File: src/hdl/kms_pkg.sv
// kms_pkg: word types, hash constants and mixer helpers for kmer_minimizer_select.
// No dependencies; imported by every module of the block.
package kms_pkg;

  localparam int unsigned HASH_W = 64;
  localparam int unsigned HALF_W = 32;
  localparam int unsigned LEN_W  = 6;

  localparam logic [HASH_W-1:0] MIX_MULT    = 64'hCFEE444D8B59A89B;
  localparam logic [HALF_W-1:0] MIX_MULT_LO = MIX_MULT[HALF_W-1:0];
  localparam logic [HALF_W-1:0] MIX_MULT_HI = MIX_MULT[HASH_W-1:HALF_W];
  localparam logic [LEN_W-1:0]  LEN_RESET   = 6'd15;

  typedef struct packed {
    logic [1:0] base;
    logic       last_base;
  } in_word_t;

  typedef struct packed {
    logic [HASH_W-1:0] minimizer;
    logic [HASH_W-1:0] minimizer_hash;
    logic              too_short;
  } out_word_t;

  // front -> back: canonical m-mer of one window
  typedef struct packed {
    logic [HASH_W-1:0] canon;
    logic              win_valid;
    logic              last;
  } mid_word_t;

  // partial products of a 64x64 multiply, low 64 bits only
  typedef struct packed {
    logic [HASH_W-1:0] ll;
    logic [HALF_W-1:0] c1;
    logic [HALF_W-1:0] c2;
  } pp_t;

  function automatic pp_t mix_mul_pp(input logic [HASH_W-1:0] x);
    pp_t p;
    p.ll = {{HALF_W{1'b0}}, x[HALF_W-1:0]} * {{HALF_W{1'b0}}, MIX_MULT_LO};
    p.c1 = x[HALF_W-1:0] * MIX_MULT_HI;
    p.c2 = x[HASH_W-1:HALF_W] * MIX_MULT_LO;
    return p;
  endfunction

  function automatic logic [HASH_W-1:0] mix_pp_sum(input pp_t p);
    logic [HALF_W-1:0] mid_sum;
    mid_sum = p.c1 + p.c2;
    return p.ll + {mid_sum, {HALF_W{1'b0}}};
  endfunction

  function automatic logic [HASH_W-1:0] xs32(input logic [HASH_W-1:0] v);
    return v ^ {{HALF_W{1'b0}}, v[HASH_W-1:HALF_W]};
  endfunction

endpackage

File: src/hdl/kms_queue.sv
// kms_queue: short queue of canonical m-mer words between front and back.
// Depends on kms_pkg for the word type.
module kms_queue #(
  parameter int unsigned DEPTH = 4
) (
  input  logic               clk,
  input  logic               rst_n,
  input  logic               wr_en,
  input  kms_pkg::mid_word_t wr_data,
  output logic               full,
  input  logic               rd_en,
  output kms_pkg::mid_word_t rd_data,
  output logic               empty
);
  import kms_pkg::*;

  localparam int unsigned PTR_W = (DEPTH > 1) ? $clog2(DEPTH) : 1;

  mid_word_t        mem [DEPTH];
  logic [PTR_W-1:0] wr_ptr_r, rd_ptr_r;
  logic [PTR_W:0]   count_r;

  assign full    = (count_r == (PTR_W+1)'(DEPTH));
  assign empty   = (count_r == '0);
  assign rd_data = mem[rd_ptr_r];

  always_ff @(posedge clk) begin
    if (wr_en) mem[wr_ptr_r] <= wr_data;
  end

  always_ff @(posedge clk) begin
    if (!rst_n) begin
      wr_ptr_r <= '0;
      rd_ptr_r <= '0;
      count_r  <= '0;
    end else begin
      if (wr_en) begin
        wr_ptr_r <= (wr_ptr_r == PTR_W'(DEPTH - 1)) ? '0 : wr_ptr_r + PTR_W'(1);
      end
      if (rd_en) begin
        rd_ptr_r <= (rd_ptr_r == PTR_W'(DEPTH - 1)) ? '0 : rd_ptr_r + PTR_W'(1);
      end
      case ({wr_en, rd_en})
        2'b10:   count_r <= count_r + (PTR_W+1)'(1);
        2'b01:   count_r <= count_r - (PTR_W+1)'(1);
        default: count_r <= count_r;
      endcase
    end
  end

endmodule

File: config.mk
export PLATFORM = sky130hd
export DESIGN_NAME = kms_queue
export DESIGN_NICKNAME = d
export VERILOG_FILES = /design/src/hdl/kms_pkg.sv /design/src/hdl/kms_queue.sv
export SDC_FILE = /design/constraint.sdc
export NUM_CORES = 1
export LEC_CHECK = 0
export CAP_MARGIN = 20
export CORE_MARGIN = 5
export CORE_UTILIZATION = 55
export CTS_CLUSTER_SIZE = 8
export DETAILED_ROUTE_END_ITERATION = 16
export DONT_BUFFER_PORTS = 1
export PLACE_DENSITY = 0.68
export SLEW_MARGIN = 5
export SYNTH_ARGS = -nofsm -noshare
export SYNTH_HDL_FRONTEND = slang
export SYNTH_SLANG_ARGS = --single-unit
File: constraint.sdc
create_clock -name clk -period 3.6 [get_ports clk]
set_input_delay 0.54 -clock clk [delete_from_list [all_inputs] [get_ports clk]]
set_output_delay 0.54 -clock clk [all_outputs]
set_load 0.01 [all_outputs]
Yosys cells after proc, flatten, opt, wreduce, memory -nomap -nowiden
Memories as Yosys holds them, arrays and structs flattened. A register that Yosys moved wholly into a read port is not among the register bits.
Index checks and enable logic that the tools add are counted.
Widths: inputs -> output; s select.

operators by class
  add/subtract/negate cells = 4
  eq/ne operators = 5
  multiplexer cells = 7
  reduce and logical (&&, ||, !) cells = 2

operators by type and width
  cell                 count
  $mux 2               4
  $eq 2x2->1 const B   3
  $pmux 3 s2           1
  $add 2x1->2 const B  2
  $add 3x1->3 const B  1
  $eq 3x3->1 const B   1
  $logic_not 3->1      1
  $sub 3x1->3 const B  1
  $eq 2x1->1 const B   1
  $mux 1               2
  $reduce_bool 2->1    1

word-level totals
  register bits = 7
  RAM bits = 264
  input bits = 70
  memories = 1

memory list
  memory  words  width  read ports  clocked after Yosys merged registers in  write ports  RTL line         text
  mem     4      66     1           1                                        1            kms_queue.sv:19  mid_word_t mem [DEPTH];

Longest topological paths before layout
  depth in word-level cells = 4
  depth in mapped cells = 7

Worst setup path after synthesis
Ideal clock, no wire load.

  path kind = register to register
  start point = register wr_ptr_r[0]
  end point = memory mem[3][0] (netlist name) (enable)
  setup time = 431 ps
  arrival = 2,100 ps
  data required time = 3,169 ps
  setup slack = 1,069 ps
  cell stages (with the launch flop) = 3
  path buffers = 0
  cells stage by stage = dfxtp_1 > ha_1 > and2_1

RTL lines
  what                    RTL line         text
  from (decl)             kms_queue.sv:20  logic [PTR_W-1:0] wr_ptr_r, rd_ptr_r;
  from (signal assigned)  kms_queue.sv:38  wr_ptr_r <= (wr_ptr_r == PTR_W'(DEPTH - 1)) ? '0 : wr_ptr_r + PTR_W'(1);
  to (decl)               kms_queue.sv:19

No word-level cell before the write port.

==> out/summary.log <==
[routing] number of vias in the routed layout 3970
[worst_setup_path] Worst Setup Start Kind flop
[final_layout] number of non-filler instances in the completed layout 657
[synthesis] Compound-Gate Fraction of Synth Area 0.301%
[final_layout] fraction of final layout cells sized beyond drive strength 1 27.1%
[worst_setup_path] largest driver fanout on the critical path 32
[worst_setup_path] slowest cell delay on critical path 0.71 ns
[power_and_ir_drop] Power Density 641 nW/um^2
[floorplan] die span in x 145 um
[final_layout] filler instances 1181
[worst_setup_path] minimum setup slack among reg-to-reg paths 1.72 ns
[clocking] source-to-sink clock delay at the later pin of the worst-skew pair 0.50 ns
[worst_setup_path] depth of the worst register-to-register path 3
[synthesis] area fraction of the dominant cell type after synthesis 79.4%
[sta] unrepaired setup endpoints after global routing false
[synthesis] Synth Area in Adders 0.953%
[min_path] Hold Crit Depth 0
[run_status] status complete, no violations
[worst_setup_path] kind of cell with the highest combined delay on the critical path flip-flops
[global_route] met3 capacity usage during global routing 7.99%
[global_route] all-layer global routing usage 16.6%
[synthesis] Most used DFF post-synth sky130_fd_sc_hd__edfxtp_1
[clocking] cell at the root of the clock tree sky130_fd_sc_hd__clkbuf_16
[floorplan] Floorplan Core Area 17900 sq um
[routing] number of antenna-violating nets in the routed design 0
[synthesis] cell area after synthesis 9980 sq um
[sta] transition at the pin with the smallest max-transition slack 1.03 ns
[floorplan] I/O pin count 138
[floorplan] num rows 49
[synthesis] Yosys warnings 0
[final_layout] Layout Area Growth over Synthesis 12.9%
[sta] final slew viol count 0
[global_route] number of antenna violations at the first check in global routing 0
[routing] routed wirelength normalized by instance count 25.9 um
[sta] Fmax 368 MHz
[worst_setup_path] arrival time at the worst endpoint 2.18 ns
[worst_setup_path] critical path cell sequence buf_12 > mux4_2
[global_route] pin count of the biggest net entering global routing 67
[worst_setup_path] required time of the critical path 3.06 ns
[clocking] number of gates given a new drive strength after cts 0
[synthesis] top cells by count, synth 264 x sky130_fd_sc_hd__edfxtp_1, 66 x sky130_fd_sc_hd__mux4_2, 9 x sky130_fd_sc_hd__dfxtp_1
[final_layout] number of antenna cells inserted 0
[worst_setup_path] Setup Crit Path Kind reg2out
[placement] DP Wirelength 9670 um
[floorplan] Starting Density 55.8%
[sta] min Tclk post-route 2.72 ns
[worst_setup_path] startpoint of the worst-slack reg-to-reg timing path wr_ptr_r[0]$_SDFFE_PN0P_
[worst_setup_path] capturing element type of the critical path primary output
[synthesis] sequential cell area fraction in the yosys report 81.2%
[routing] average via count per standard cell 6.04
[sta] Setup TNS 0 ns
[placement] placed instance count 608
[power_and_ir_drop] LEAKAGE 3.53 nW
[synthesis] post-synthesis mux area share 15.1%
[sta] max-slew headroom at the worst pin 31.1%
[global_route] layer carrying the most global-route usage met2
[global_route] wire length of the first global-routing pass 25600 um
[synthesis] count of different cell masters after synthesis 24
[final_layout] # nets final 498
[run] maxcap violations 0
[synthesis] Gate Count Post-Synth 391
[synthesis] post-synthesis net count 468
[global_route] met2 track demand over resource 26.0%
[global_route] overall overflow remaining after global route 0
[synthesis] per-instance average area after synthesis 25.5 sq um
[synthesis] most common cell in the netlist sky130_fd_sc_hd__edfxtp_1
[synthesis] XOR/XNOR share of the synthesized area 0.175%
[routing] # DRC 0
[clocking] TritonCTS Buffers 40
[min_path] launch instance of the worst min-delay path wr_data[59]
[synthesis] cell type with the largest total area after synthesis sky130_fd_sc_hd__edfxtp_1
[worst_setup_path] sum of buffers and inverters on the critical path 1
[synthesis] share of synthesized registers carrying an async set or reset 0%
[global_route] number of global-route vias before repair 4376
[synthesis] dominant combinational cell family by area after synthesis multiplexers
[min_path] hold path endpoint mem[1][59]$_DFFE_PP_
[final_layout] area occupied by multi-input gates 1760 sq um
[floorplan] die outline height 145 um
[routing] wire length reported by the detailed router 17000 um
[clocking] clock-pin slew of the registers on the worst-case setup and hold paths 0.05 ns
[sta] final setup violation count 0
[sta] final hold vios 0
[clocking] TritonCTS Sinks 273
[synthesis] synth top area cells sky130_fd_sc_hd__edfxtp_1 79%, sky130_fd_sc_hd__mux4_2 15%, sky130_fd_sc_hd__dfxtp_1 1.8%
[final_layout] register area 8120 sq um
[synthesis] Synth Register Bits 273
[synthesis] number of enable-type register cells in the synthesized netlist 264
[placement] port bufs 0
[worst_setup_path] CP max-delay cell sky130_fd_sc_hd__dfxtp_4
[global_route] met1 global-route usage 20.4%
[sta] post-route clock period utilization 75.5%
[synthesis] area fraction in and, or, nand and nor cells after synthesis 0.990%
[clocking] H-tree Lvls 2
[sta] final worst clock skew 0.00778 ns
[routing] drt first pass iters 4
[clocking] Bufs on Longest Clock Path 3
[routing] initial drt markers 254
[clocking] buffers inserted during post-CTS setup optimization 0
[floorplan] full die area 20900 sq um
[min_path] class of the tightest hold or removal check in2reg
[placement] final weighted congestion in routability-driven placement 0.836
[power_and_ir_drop] Max VDD drop 631 uV
[clocking] CTS tree yes
[worst_setup_path] reg-to-reg critical path endpoint mem[0][41]$_DFFE_PP_
[clocking] number of buffers inserted for hold repair after clock tree synthesis 0
-- metrics by stage --
stage	util [%]	total power, mW	setup WS (ns)	hold slack, ns	area (sq um)
finish	63.0	7.22	0.883	0.137	11300
global route	63.0	7.49	0.686	0.110	11300
CTS	63.0	7.31	0.767	0.115	11300
global placement	57.0	4.13	1.31	0.485	10200
detailed placement	57.0	4.15	1.30	0.522	10200
floorplan	-	4.05	1.07	0.473	9980
-- logic make-up after synthesis --
group           count (synthesis)
compound gates                  5
xor+xnor                        2
fa+ha+maj                       7
buf+inv                        20
flops                         273
mux                            68
simple gates                   16
-- report_power, final --
part	switching [mW]	internal, mW
Sequential	0.0679	3.64
Clock	1.14	2.01
Combinational	0.204	0.166
-- flip-flops by register name (all words and copies together) (netlist names), named ones only --
name and cells:
count_r 3, mem 264, rd_ptr_r 2, wr_ptr_r 2
-- per-layer routing --
metal	vias to the layer above	wire length (um)
met5	-	0
met4	0	393
met3	30	1890
met2	171	8430
met1	2053	6290
li1	1716	-
-- worst reg2reg max path, delay by kind of cell (launching register included) --
family,cells,cell delay [ns]
adders and majority gates,1,0.15
buffers and inverters,1,0.10
DFF,1,0.35
and+or+nand+nor,1,0.78
-- cell type report --
class	instances	share of cell area [%]
Inverter	6	0.200
Multi-Input combinational cell	98	15.6
Timing Repair Buffer	2	0.244
Clock buffer	48	9.34
Clock inverter	1	0.0777
Tap cell	229	2.54
Sequential cell	273	72.0
-- placed cells by master, fill, tap and decap left out, types with 2 or more instances in the layout --
cell type                     n
sky130_fd_sc_hd__edfxtp_1   264
sky130_fd_sc_hd__mux4_2      66
sky130_fd_sc_hd__clkbuf_16   41
sky130_fd_sc_hd__clkbuf_1     7
sky130_fd_sc_hd__dfxtp_1      7
sky130_fd_sc_hd__inv_1        6
sky130_fd_sc_hd__ha_1         6
sky130_fd_sc_hd__and2_4       4
sky130_fd_sc_hd__nor2b_1      4
sky130_fd_sc_hd__and2_1       2
sky130_fd_sc_hd__nor3b_1      2
sky130_fd_sc_hd__o21ai_0      2
sky130_fd_sc_hd__mux2i_1      2
sky130_fd_sc_hd__dfxtp_4      2
-- worst max path at each step --
stage	start	to	slack [ns]	cells after the start
2_1_floorplan	wr_ptr_r[0]$_SDFFE_PN0P_	mem[3][0]$_DFFE_PP_	1.07	2
6_report	flop	rd_data[50]	0.88	2
5_1_grt	flop	rd_data[3]	0.69	2
4_1_cts	flop	rd_data[42]	0.77	2
3_3_place_gp	flop	rd_data[50]	1.31	2
3_5_place_dp	flop	rd_data[42]	1.30	2
No activity file was read; power rests on OpenSTA's default activity.
