### src/hdl/kms_pkg.sv
// kms_pkg: word types, hash constants and mixer helpers for kmer_minimizer_select.
// No dependencies; imported by every module of the block.
package kms_pkg;

  localparam int unsigned HASH_W = 64;
  localparam int unsigned HALF_W = 32;
  localparam int unsigned LEN_W  = 6;

  localparam logic [HASH_W-1:0] MIX_MULT    = 64'hCFEE444D8B59A89B;
  localparam logic [HALF_W-1:0] MIX_MULT_LO = MIX_MULT[HALF_W-1:0];
  localparam logic [HALF_W-1:0] MIX_MULT_HI = MIX_MULT[HASH_W-1:HALF_W];
  localparam logic [LEN_W-1:0]  LEN_RESET   = 6'd15;

  typedef struct packed {
    logic [1:0] base;
    logic       last_base;
  } in_word_t;

  typedef struct packed {
    logic [HASH_W-1:0] minimizer;
    logic [HASH_W-1:0] minimizer_hash;
    logic              too_short;
  } out_word_t;

  // front -> back: canonical m-mer of one window
  typedef struct packed {
    logic [HASH_W-1:0] canon;
    logic              win_valid;
    logic              last;
  } mid_word_t;

  // partial products of a 64x64 multiply, low 64 bits only
  typedef struct packed {
    logic [HASH_W-1:0] ll;
    logic [HALF_W-1:0] c1;
    logic [HALF_W-1:0] c2;
  } pp_t;

  function automatic pp_t mix_mul_pp(input logic [HASH_W-1:0] x);
    pp_t p;
    p.ll = {{HALF_W{1'b0}}, x[HALF_W-1:0]} * {{HALF_W{1'b0}}, MIX_MULT_LO};
    p.c1 = x[HALF_W-1:0] * MIX_MULT_HI;
    p.c2 = x[HASH_W-1:HALF_W] * MIX_MULT_LO;
    return p;
  endfunction

  function automatic logic [HASH_W-1:0] mix_pp_sum(input pp_t p);
    logic [HALF_W-1:0] mid_sum;
    mid_sum = p.c1 + p.c2;
    return p.ll + {mid_sum, {HALF_W{1'b0}}};
  endfunction

  function automatic logic [HASH_W-1:0] xs32(input logic [HASH_W-1:0] v);
    return v ^ {{HALF_W{1'b0}}, v[HASH_W-1:HALF_W]};
  endfunction

endpackage

### src/hdl/kms_front.sv
// kms_front: takes bases, shifts the forward and reverse-complement windows,
// and forms the canonical m-mer of each full window. Depends on kms_pkg.
module kms_front #(
  parameter int unsigned MAX_MINIMIZER_LEN = 32
) (
  input  logic                     clk,
  input  logic                     rst_n,
  input  logic                     cfg_wr_en,
  input  logic [kms_pkg::LEN_W-1:0] cfg_wr_data,
  input  logic                     push,
  output logic                     full,
  input  kms_pkg::in_word_t        in_data,
  output logic                     q_push,
  input  logic                     q_full,
  output kms_pkg::mid_word_t       q_data
);
  import kms_pkg::*;

  localparam logic [LEN_W-1:0] MAX_LEN = LEN_W'(MAX_MINIMIZER_LEN);

  logic [LEN_W-1:0]  cfg_len_r;
  logic [HASH_W-1:0] fwd_r, fwd_nxt;
  logic [HASH_W-1:0] rev_r, rev_nxt;
  logic [LEN_W-1:0]  cnt_r, cnt_nxt;
  logic              clr_r;
  logic              pend_r, pend_nxt;
  logic              pend_last_r, pend_win_r;
  logic [LEN_W-1:0]  pend_m_r;

  logic [LEN_W-1:0]  m_eff;
  logic [HASH_W-1:0] fwd_base, rev_base;
  logic [LEN_W-1:0]  cnt_base;
  logic              accept;
  logic [HASH_W-1:0] mask, fwd_w, rev_w;
  logic [6:0]        rev_sh;
  logic              need_push;

  always_comb begin
    m_eff = cfg_len_r;
    if (m_eff == '0) m_eff = LEN_W'(1);
    if (m_eff > MAX_LEN) m_eff = MAX_LEN;
  end

  assign full   = pend_r;
  assign accept = push && !pend_r;

  always_comb begin
    fwd_base = clr_r ? '0 : fwd_r;
    rev_base = clr_r ? '0 : rev_r;
    cnt_base = clr_r ? '0 : cnt_r;
    fwd_nxt  = {fwd_base[HASH_W-3:0], in_data.base};
    rev_nxt  = {~in_data.base, rev_base[HASH_W-1:2]};
    cnt_nxt  = (cnt_base < MAX_LEN) ? cnt_base + LEN_W'(1) : cnt_base;
  end

  // window extraction on the registered windows, while the item is pending
  always_comb begin
    for (int i = 0; i < HASH_W / 2; i++) begin
      mask[2*i +: 2] = {2{(LEN_W'(i) < pend_m_r)}};
    end
    rev_sh = 7'd64 - {pend_m_r, 1'b0};
    fwd_w  = fwd_r & mask;
    rev_w  = rev_r >> rev_sh;
  end

  always_comb begin
    q_data.canon     = (rev_w < fwd_w) ? rev_w : fwd_w;
    q_data.win_valid = pend_win_r;
    q_data.last      = pend_last_r;
  end

  assign need_push = pend_win_r || pend_last_r;
  assign q_push    = pend_r && need_push && !q_full;

  always_comb begin
    pend_nxt = pend_r;
    if (pend_r && (!need_push || !q_full)) pend_nxt = 1'b0;
    if (accept) pend_nxt = 1'b1;
  end

  always_ff @(posedge clk) begin
    if (!rst_n) begin
      cfg_len_r <= LEN_RESET;
      cnt_r     <= '0;
      clr_r     <= 1'b1;
      pend_r    <= 1'b0;
    end else begin
      if (cfg_wr_en) cfg_len_r <= cfg_wr_data;
      pend_r <= pend_nxt;
      if (accept) begin
        cnt_r <= cnt_nxt;
        clr_r <= in_data.last_base;
      end
    end
  end

  always_ff @(posedge clk) begin
    if (accept) begin
      fwd_r       <= fwd_nxt;
      rev_r       <= rev_nxt;
      pend_last_r <= in_data.last_base;
      pend_win_r  <= (cnt_nxt >= m_eff);
      pend_m_r    <= m_eff;
    end
  end

endmodule

### config.mk
export PLATFORM = sky130hd
export DESIGN_NAME = kms_front
export DESIGN_NICKNAME = d
export VERILOG_FILES = /design/src/hdl/kms_pkg.sv /design/src/hdl/kms_front.sv
export SDC_FILE = /design/constraint.sdc
export NUM_CORES = 1
export LEC_CHECK = 0
export BUFFER_PORTS_ARGS = -buffer_cell sky130_fd_sc_hd__buf_2
export CAP_MARGIN = 20
export CORE_ASPECT_RATIO = 0.7
export CORE_MARGIN = 8
export CORE_UTILIZATION = 40
export DETAILED_ROUTE_END_ITERATION = 8
export PLACE_DENSITY = 0.6
export SLEW_MARGIN = 20
export SYNTH_ARGS = -nofsm -noshare
export SYNTH_HDL_FRONTEND = slang
export SYNTH_SLANG_ARGS = --single-unit
### constraint.sdc
create_clock -name clk -period 15.9 [get_ports clk]
set_input_delay 0 -clock clk [delete_from_list [all_inputs] [get_ports clk]]
set_output_delay 0 -clock clk [all_outputs]
set_load 0.02 [all_outputs]
# Word-level counts from Yosys, hierarchy flattened
# Index checks and enable logic that the tools add are counted.
dict set report totals {
  input_bits 14
  reg_bits 150
  word_cells 70
  output_inout_bits 68
}
dict set report classes {
  reduce_logical 11
  mux 7
  addsub 2
  n_lt_le_gt_ge 36
  bitwise_logic 2
  n_shift 1
}
# cell n
set op_table {}
lappend op_table {{< comparator 5 x 6 -> 1 bit (first input constant)} 16}
lappend op_table {{AND 64 bit} 1}
lappend op_table {{< comparator 64 bit} 1}
lappend op_table {{two-way mux 64 bit} 1}
lappend op_table {{right shift 64 x 7 -> 64 bit} 1}
lappend op_table {{< comparator 4 x 6 -> 1 bit (first input constant)} 8}
lappend op_table {{< comparator 3 x 6 -> 1 bit (first input constant)} 4}
lappend op_table {{two-way mux 6 bit} 4}
lappend op_table {{< comparator 1 x 6 -> 1 bit (first input constant)} 2}
lappend op_table {{< comparator 2 x 6 -> 1 bit (first input constant)} 2}
lappend op_table {{subtractor 7 bit (first input constant)} 1}
lappend op_table {{adder 6 x 1 -> 6 bit (second input constant)} 1}
lappend op_table {{greater-or-equal comparator 6 bit} 1}
lappend op_table {{> comparator 6 bit (second input constant)} 1}
lappend op_table {{zero test 6 bit} 1}
lappend op_table {{< comparator 6 bit (second input constant)} 1}
lappend op_table {{logical AND 1 bit} 4}
lappend op_table {{zero test 1 bit} 3}
lappend op_table {{logical OR 1 bit} 2}
lappend op_table {{two-way mux 1 bit} 2}
lappend op_table {{inverter 2 bit} 1}
lappend op_table {{nonzero test 2 bit} 1}

# Longest topological paths before layout
# Gate-level depths: netlist of run 1.
dict set report logic_depth {
  word_depth 6
  depth_mapped 27
  depth_no_buf 19
}

# Worst setup path after synthesis of run 1
# No wires, ideal clock.
dict set report synth_path {
  kind {register -> output}
  start {register pend_m_r[0]}
  end {output q_data[6] (netlist bit)}
  setup_slack_ns 9.786
  t_arrival_ns 6.114
  required_ns 15.900
  path_buffers 8
  path_stages_with_launch 26
  path_cell_list {edfxtp_1 buf_2 buf_6 clkinv_1 buf_1 ha_1 clkbuf_1 clkbuf_1 clkbuf_1 buf_1 nor2_1 a21oi_1 nor2_1 a21oi_1 a21oi_1 a32oi_1 inv_1 ha_1 a21oi_1 or3b_2 a221oi_2 o21ai_1 a2111oi_4 nor2_4 buf_6 o31ai_2}
}
# item line_no
set synth_lines {}
lappend synth_lines {{start, declared} kms_front.sv:28} ;# logic [LEN_W-1:0] pend_m_r;
lappend synth_lines {{start signal, assigned} kms_front.sv:103} ;# pend_m_r <= m_eff;
lappend synth_lines {{end, declared} kms_front.sv:15} ;# output kms_pkg::mid_word_t q_data

==> results of run 1 <==
## what timing repair did
item                      in CTS  in global routing
setup buffers                  0                  0
hold endpoints to repair      19                  0
hold buffers                  20                  0
## report_power, final
part | total, mW | switching (mW) | internal (mW)
registers | 0.487 | 0.0259 | 0.461
logic | 0.459 | 0.300 | 0.158
clock network | 0.397 | 0.178 | 0.219
## cell usage in the layout (no fill, tap or decap), types with 23 or more instances in the layout
cell      instances
a21o_1           23
o21ai_0          96
nor2b_1         137
a21oi_1          30
buf_2            81
o31ai_1          50
nand2_1         169
edfxtp_1        136
nand3_1          28
ha_1             71
mux2i_1          71
mux4_2           45
nor2_1           72
## cell type report
| type | instances | area, sq um |
|---|---|---|
| repair buffers | 117 | 726 |
| well taps | 378 | 473 |
| multi-input cells | 955 | 6980 |
| flip-flops and latches | 150 | 4370 |
| fillers | 2753 | 15700 |
| clock inverters | 12 | 87.6 |
| inverters | 24 | 95.1 |
| clock buffers | 20 | 478 |
## critical path, delay by kind of cell, from the launching register on
kind,cells,cell delay (ns)
AOI/OAI and AO/OA,8,2.77
adders and majority gates,2,0.76
buffers and inverters,5,2.30
DFF,1,0.57
muxes,2,0.67
and+or+nand+nor,2,0.84
## flip-flops by register name, indices dropped and copies added, names as in the netlist
register / cells
fwd_r: 64
rev_r: 64
cfg_len_r: 6
cnt_r: 6
pend_m_r: 6
clr_r: 1
full: 1
pend_last_r: 1
pend_win_r: 1
## worst paths after layout
path                                            start               endpoint  slack [ns]  cells past startpoint
worst max-delay path            pend_m_r[0]$_DFFE_PP_              q_data[2]        7.42                     19
worst min-delay path                             push  cnt_r[3]$_SDFFE_PN0P_        0.15                      4
worst max register to register     clr_r$_SDFFE_PN1P_   pend_win_r$_DFFE_PP_       13.29                     10
worst min register to register  cnt_r[4]$_SDFFE_PN0P_  cnt_r[4]$_SDFFE_PN0P_        0.50                      2
## stage by stage
stage | cell area (sq um) | hold slack (ns)
floorplan | 11800 | 0.0798
global placement | 12400 | 0.193
detailed placement | 12400 | 0.195
CTS | 13200 | 0.112
global route | 13200 | 0.157
finish | 13200 | 0.146
## layer usage
layer	vias to the layer above	track usage
met3	49	0.0659
li1	4592	-
met5	-	0
met2	442	0.280
met1	4763	0.307
met4	0	0.0442
## cells by family after synthesis
| group | synth area share |
|---|---|
| compound gates | 0.153 |
| flops | 0.370 |
| fa+ha+maj | 0.0765 |
| simple gates | 0.197 |
| xor+xnor | 0.00520 |
| buf+inv | 0.0399 |
| mux | 0.158 |
==> results.cfg, run 1 <==
[run_status]
status = finished clean

[die]
die_y_um = 160
io_pins = 82
die-area_sq_um = 35300
start_util = 0.407
rows = 52
coreArea_sq_um = 29000
die_x_um = 221

[sta]
fmax_ghz = 0.118
worstMarginPinSlew_ns = 1.07
fin_crit_sh = 0.533
clock_skew_ns = 0.0123
setup_slack_ns = 7.42
rsz0062_at_grt = no
tns_ns = 0
timing.slew.headroom = 0.284
finalHoldViolCount = 0
fin_crit_ns = 8.48
finalMaxSlewViolations = 0
setup_viol = 0

[route]
drc_errors = 0
antenna_left = 0
drt-met1-wl_mm = 17.6
vias = 9846
wl_met2_mm = 14.5
wl_met3_mm = 3.75
top_layer_used = met4
wire_per_inst_um = 22.0
drtIter0Drc = 1252
drtPass1Iterations = 5
via_per_inst = 5.95
drt-total-wl_mm = 36.4

[pwr]
total_power_mw = 1.34
vdd_ir_drop_max_v = 0.0000588
p_per_area_nw_per_um2 = 102
leakage_nw = 5.28

[synth]
ys_ff_latch = 150
ys.warnings.count = 0
yosysTopAreaCellShare = 0.347
synth-edff-count = 136
synth_area_sq_um = 11800
async_flop_share = 0
ys_seq_area_frac = 0.370
syn_inst = 1220
synthMostInstantiatedCell = nand2_1
yosys.area.top_type = edfxtp_1
synth_area_leaders = edfxtp_1, mux4_2, ha_1
avgSynthCellArea_sq_um = 9.66
netlist_top_cells_count = nand2_1, nor2b_1, edfxtp_1, o21ai_0, nor2_1
syn-num-nets = 1306
synthFlopType = edfxtp_1
ys_types = 58

[clock_network]
cts_tree = yes
cts_buffers = 17
clkTransAtPathRegs_ns = 0.07
cts_buffer_depth = 2
cts_resized = 0
clockRootBuffer = clkbuf_16
cts_max_level = 4
clkLatencyLatePin_ns = 0.46
cts_sinks = 150

[cells_and_area]
fin_util = 0.456
syn_to_final_growth_pct = 12.1
drive_above_1_share = 0.160
diodes = 0
fin_nets = 1351
stdcell_count = 1656

[global_route]
grt_start_max_net_pins = 97
grt_overflow = 0
grt_pass1_vias = 9343
grt_util_all_layers = 0.205
grt_pass1_wl_mm = 56.4
antenna_found_initial = 0

[placed_design]
pre_cts_ws_ns = 8.37
placed_cells = 1604
io_buffers = 81
dpl.hpwl_mm = 26.7
gp_congestion = 0.967

[setup_path]
critPathKind = reg -> out
setup.worst_path.end_class = output pin
critical-path-slowest-cell = buf_4
crit_chain = clkinv_1 > ha_2 > buf_4 > mux2i_1 > o21ai_0 > a21oi_1 > a21oi_1 > a32oi_1 > inv_1 > ha_1 > a21oi_1 > or3b_2 > a221oi_2 > o21ai_1 > a2111oi_4 > buf_4 > nor2_4 > mux2i_1 > buf_2
crit_fanout = 96
crit_required_ns = 15.90
cpPeakStageDelay_ns = 0.75
cp_data_arrival_time_ns = 8.48
crit_top_cell = a21oi_1
startpoint_type = flip-flop

[job]
cap_viol_max_count = 0

[min_path]
hold_class = in -> reg
No activity file was read; power rests on OpenSTA's default activity.
==> run 2: changes to the inputs <==
==> constraint.sdc (replaced) <==
create_clock -name clk -period 7.91 [get_ports clk]
set_input_delay 0 -clock clk [delete_from_list [all_inputs] [get_ports clk]]
set_output_delay 0 -clock clk [all_outputs]
set_load 0.02 [all_outputs]
==> run 2 against run 1 <==
Effect of this change:
- cell area grew 0.23%
- core utilization up 0.10 points
- wire length is 2.8% higher
- total power rose by 100%
- sequential share of layout area down 0.075 points
- hold slack worse by 0.030 ns
- worst setup slack lost 6.7 ns
- critical path type unchanged
- clock skew decreased by 0.0032 ns
- global-route usage is 0.56 points higher
- flip-flop and latch count unchanged
==> results.cfg, run 2 (synthesis results as in run 1) <==
[setup_path]
crit_top_cell = a21oi_1
crit_chain = buf_4 > clkinv_1 > ha_2 > buf_4 > mux2i_1 > nor2_1 > a21oi_1 > nor2_1 > a21oi_1 > a21oi_1 > a32oi_1 > inv_1 > ha_1 > a21oi_1 > or3b_2 > a221oi_2 > o21ai_1 > a2111oi_4 > buf_4 > o21ai_0 > o31ai_1 > buf_2
cpPeakStageDelay_ns = 0.74
setup.worst_path.end_class = output pin
critPathKind = reg -> out
crit_required_ns = 7.91
crit_fanout = 95
cp_data_arrival_time_ns = 7.18
critical-path-slowest-cell = buf_4
startpoint_type = flip-flop

[job]
cap_viol_max_count = 0

[cells_and_area]
seqCellArea_sq_um = 4370
layout_commonest_cell = nand2_1
multi_input_area_sq_um = 6980
top_regs = fwd_r (64), rev_r (64)
stdcell_count = 1663
syn_to_final_growth_pct = 12.4
fin_area_sq_um = 13200
fin_nets = 1357
fill_cells = 2729
fin_util = 0.457
drive_above_1_share = 0.163
mostFrequentLayoutCells = nand2_1, nor2b_1, edfxtp_1

[route]
drc_errors = 0
via_per_inst = 5.98
antenna_left = 0
drt-total-wl_mm = 37.4
wire_per_inst_um = 22.5
drtPass1Iterations = 6
drtIter0Drc = 1293
vias = 9953

[die]
start_util = 0.407
die_y_um = 160
rows = 52
io_pins = 82
coreArea_sq_um = 29000
die-area_sq_um = 35300
die_x_um = 221

[placed_design]
place_area_sq_um = 12500
pre_cts_ws_ns = 1.37
io_buffers = 81
gp_congestion = 1.02
dpl.hpwl_mm = 27.5
placed_cells = 1609

[global_route]
grt_pass1_wl_mm = 57.6
antenna_found_initial = 2
grt_overflow = 0
grt_pass1_vias = 9470
grt_start_max_net_pins = 96
grt_util_all_layers = 0.210

[clock_network]
cts_buffer_depth = 2
cts_max_level = 4
clkLatencyLatePin_ns = 0.46
cts_buffers = 17
cts_sinks = 150
clkTransAtPathRegs_ns = 0.07
cts_tree = yes
clockRootBuffer = clkbuf_16

[sta]
finalHoldViolCount = 0
setup_viol = 0
fin_crit_ns = 7.18
worstMarginPinSlew_ns = 1.10
setup_slack_ns = 0.734
tns_ns = 0
clock_skew_ns = 0.00910
fin_crit_sh = 0.907
timing.slew.headroom = 0.262
fmax_ghz = 0.139
finalMaxSlewViolations = 0
rsz0062_at_grt = no
hold_ws_ns = 0.116

[pwr]
total_power_mw = 2.69
vdd_ir_drop_max_v = 0.000128
p_per_area_nw_per_um2 = 203
leakage_nw = 5.30

[run_status]
status = finished clean

[min_path]
hold_class = in -> reg
run 2: cell types whose count changed in the layout (fill, tap and decap cells not counted):
cell,delta
inv_4,-4
clkbuf_16,-1
dlygate4sd3_1,+1
inv_8,+3
clkbuf_8,-2
buf_4,+5
clkinv_2,+3
diode_2,+1
inv_6,+1
run 2: layer usage:
layer,vias to the layer above,global-route usage,share of wire
met5,-,0,0.00072
met4,4,0.0575,0.018
met3,68,0.0856,0.12
met2,466,0.279,0.39
met1,4811,0.307,0.48
li1,4604,-,-
run 2: repair_timing:
action,4_1_cts,5_1_grt
buffers inserted,0,0
hold buffers,21,0
hold endpoints to repair,19,0
gates resized for setup,0,0
run 2: layout make-up:
type	instances	area share
diodes	1	0.000189
clock buffers	17	0.0321
clock inverters	15	0.00907
inverters	24	0.00718
multi-input cells	955	0.527
flip-flops and latches	150	0.330
well taps	378	0.0357
repair buffers	123	0.0584
run 2: final timing paths:
kind                          from                    end  slack [ns]  cells past startpoint
max          pend_m_r[0]$_DFFE_PP_             q_data[59]        0.73                     22
min reg2reg  cnt_r[4]$_SDFFE_PN0P_  cnt_r[4]$_SDFFE_PN0P_        0.51                      2
min                           push  cnt_r[4]$_SDFFE_PN0P_        0.12                      4
max reg2reg     clr_r$_SDFFE_PN1P_   pend_win_r$_DFFE_PP_        4.91                      9
run 2: worst max-delay path, delay by kind of cell (launching register included):
| family | cells | cell delay (ns) |
|---|---|---|
| adders and majority gates | 2 | 0.85 |
| muxes | 1 | 0.27 |
| and+or+nand+nor | 3 | 0.60 |
| AOI/OAI and AO/OA | 10 | 2.58 |
| buffers and inverters | 6 | 2.03 |
| DFF | 1 | 0.32 |
run 2: report_power, final:
group          switching (mW)  internal, mW  leakage [nW]
Sequential             0.0523         0.926          1.47
Clock                   0.371         0.409         0.278
Combinational           0.613         0.321          3.55
Total                    1.04          1.66          5.30
==> run 3: changes to the inputs <==
--- a/config.mk
+++ b/config.mk
@@ -9,9 +9,10 @@
 export CAP_MARGIN = 20
 export CORE_ASPECT_RATIO = 0.7
 export CORE_MARGIN = 8
-export CORE_UTILIZATION = 40
+export CORE_UTILIZATION = 60
+export CTS_BUF_LIST = sky130_fd_sc_hd__clkbuf_8
 export DETAILED_ROUTE_END_ITERATION = 8
-export PLACE_DENSITY = 0.6
+export PLACE_DENSITY = 0.82
 export SLEW_MARGIN = 20
 export SYNTH_ARGS = -nofsm -noshare
 export SYNTH_HDL_FRONTEND = slang
==> run 3 against run 2 <==
Effect of this change:
- flip-flop and latch count stayed put
- final cell count decreased by 7.1%
- via count up 1.1%
- maximum frequency fell by 4.5%
- largest cell class unchanged
- largest power group unchanged
==> results.cfg, run 3 (synthesis results as in run 1) <==
[cells_and_area]
drive_above_1_share = 0.154
fill_cells = 1570
fin_nets = 1348
layout_commonest_cell = nand2_1
stdcell_count = 1545
syn_to_final_growth_pct = 9.27
diodes = 0
top_regs = fwd_r (64), rev_r (64)
fin_area_sq_um = 12900
fin_util = 0.659
mostFrequentLayoutCells = nand2_1, nor2b_1, edfxtp_1

[sta]
setup_slack_ns = 0.394
finalMaxSlewViolations = 0
fin_crit_ns = 7.52
fmax_ghz = 0.133
timing.slew.headroom = 0.375
setup_viol = 0
worstMarginPinSlew_ns = 0.938
rsz0062_at_grt = no
tns_ns = 0
finalHoldViolCount = 0
clock_skew_ns = 0.0158
fin_crit_sh = 0.950
hold_ws_ns = 0.0342

[clock_network]
cts_buffers = 17
clkTransAtPathRegs_ns = 0.09
post-cts-setup-buffers = 0
clockRootBuffer = clkbuf_8
cts_sinks = 150
cts_max_level = 4
cts_tree = yes
clkLatencyLatePin_ns = 0.50
cts_buffer_depth = 2

[setup_path]
cp_data_arrival_time_ns = 7.52
startpoint_type = flip-flop
setup.worst_path.end_class = output pin
crit_required_ns = 7.91
reg2reg_depth = 10
crit_fanout = 95
critPathKind = reg -> out

[pwr]
vdd_ir_drop_max_v = 0.000176
p_per_area_nw_per_um2 = 193
leakage_nw = 5.18
total_power_mw = 2.48

[global_route]
grt_util_all_layers = 0.283
grt_pass1_vias = 9376
grt_overflow = 0
grt_pass1_wl_mm = 53.9
antenna_found_initial = 0
grt_start_max_net_pins = 96

[die]
io_pins = 82
start_util = 0.603
die-area_sq_um = 24400
die_x_um = 183
coreArea_sq_um = 19500
die_y_um = 133
rows = 43

[route]
wire_per_inst_um = 22.2
antenna_left = 0
drtPass1Iterations = 6
drc_errors = 0
vias = 10100
drtIter0Drc = 1303
via_per_inst = 6.51
drt-total-wl_mm = 34.3

[min_path]
worstHoldPathCells = 4
hold_class = in -> reg

[placed_design]
dpl.hpwl_mm = 24.7
io_buffers = 81
gp_congestion = 1.01
pre_cts_ws_ns = 1.25
placed_cells = 1494
place_area_sq_um = 12300

[run_status]
status = finished clean

[job]
cap_viol_max_count = 0
==> run 3: layer usage <==
metal	share of wire	wire [um]	GRT usage
met1	0.43	14800	0.411
met2	0.41	14100	0.390
met3	0.13	4430	0.0933
met4	0.026	877	0.0914
met5	0	0	0
==> run 3: power breakdown <==
part / internal (mW) / switching [mW]
logic: 0.318 / 0.584
clock network: 0.275 / 0.325
registers: 0.925 / 0.0571
==> run 3: worst max-delay path: stages, from the launching register on <==
cell and delay [ns]:
edfxtp_1 0.35, clkinv_1 0.50, ha_2 0.92, buf_4 0.57, mux2i_1 0.30, mux2i_1 0.14
a21oi_1 0.46, a21oi_1 0.21, a32oi_1 0.30, inv_1 0.08, ha_1 0.32, a21oi_1 0.19
or3b_2 0.48, a221oi_2 0.18, o21ai_1 0.16, a2111oi_4 0.45, buf_4 0.73, o21ai_0 0.24
o31ai_1 0.15, buf_2 0.24
==> run 3: final cells by class <==
class                           count  area [sq um]  share of cell area
Tap cell                          270           338              0.0262
Multi-Input combinational cell    955          6980               0.542
Inverter                           24          92.6             0.00719
Clock inverter                     15           140              0.0109
Sequential cell                   150          4370               0.339
Timing Repair Buffer              114           717              0.0557
Clock buffer                       17           234              0.0182
==> run 3: repair_timing <==
| item | 4_1_cts | 5_1_grt |
|---|---|---|
| hold buffers | 19 | 0 |
| resized for setup | 0 | 0 |
| endpoints found under the hold margin | 19 | 0 |
==> run 3: worst paths after layout <==
path / startpoint / endpoint / slack, ns
max: pend_m_r[0]$_DFFE_PP_ / q_data[9] / 0.39
min: push / cnt_r[3]$_SDFFE_PN0P_ / 0.03
max reg2reg: clr_r$_SDFFE_PN1P_ / pend_win_r$_DFFE_PP_ / 5.17
min reg2reg: cnt_r[4]$_SDFFE_PN0P_ / cnt_r[4]$_SDFFE_PN0P_ / 0.51
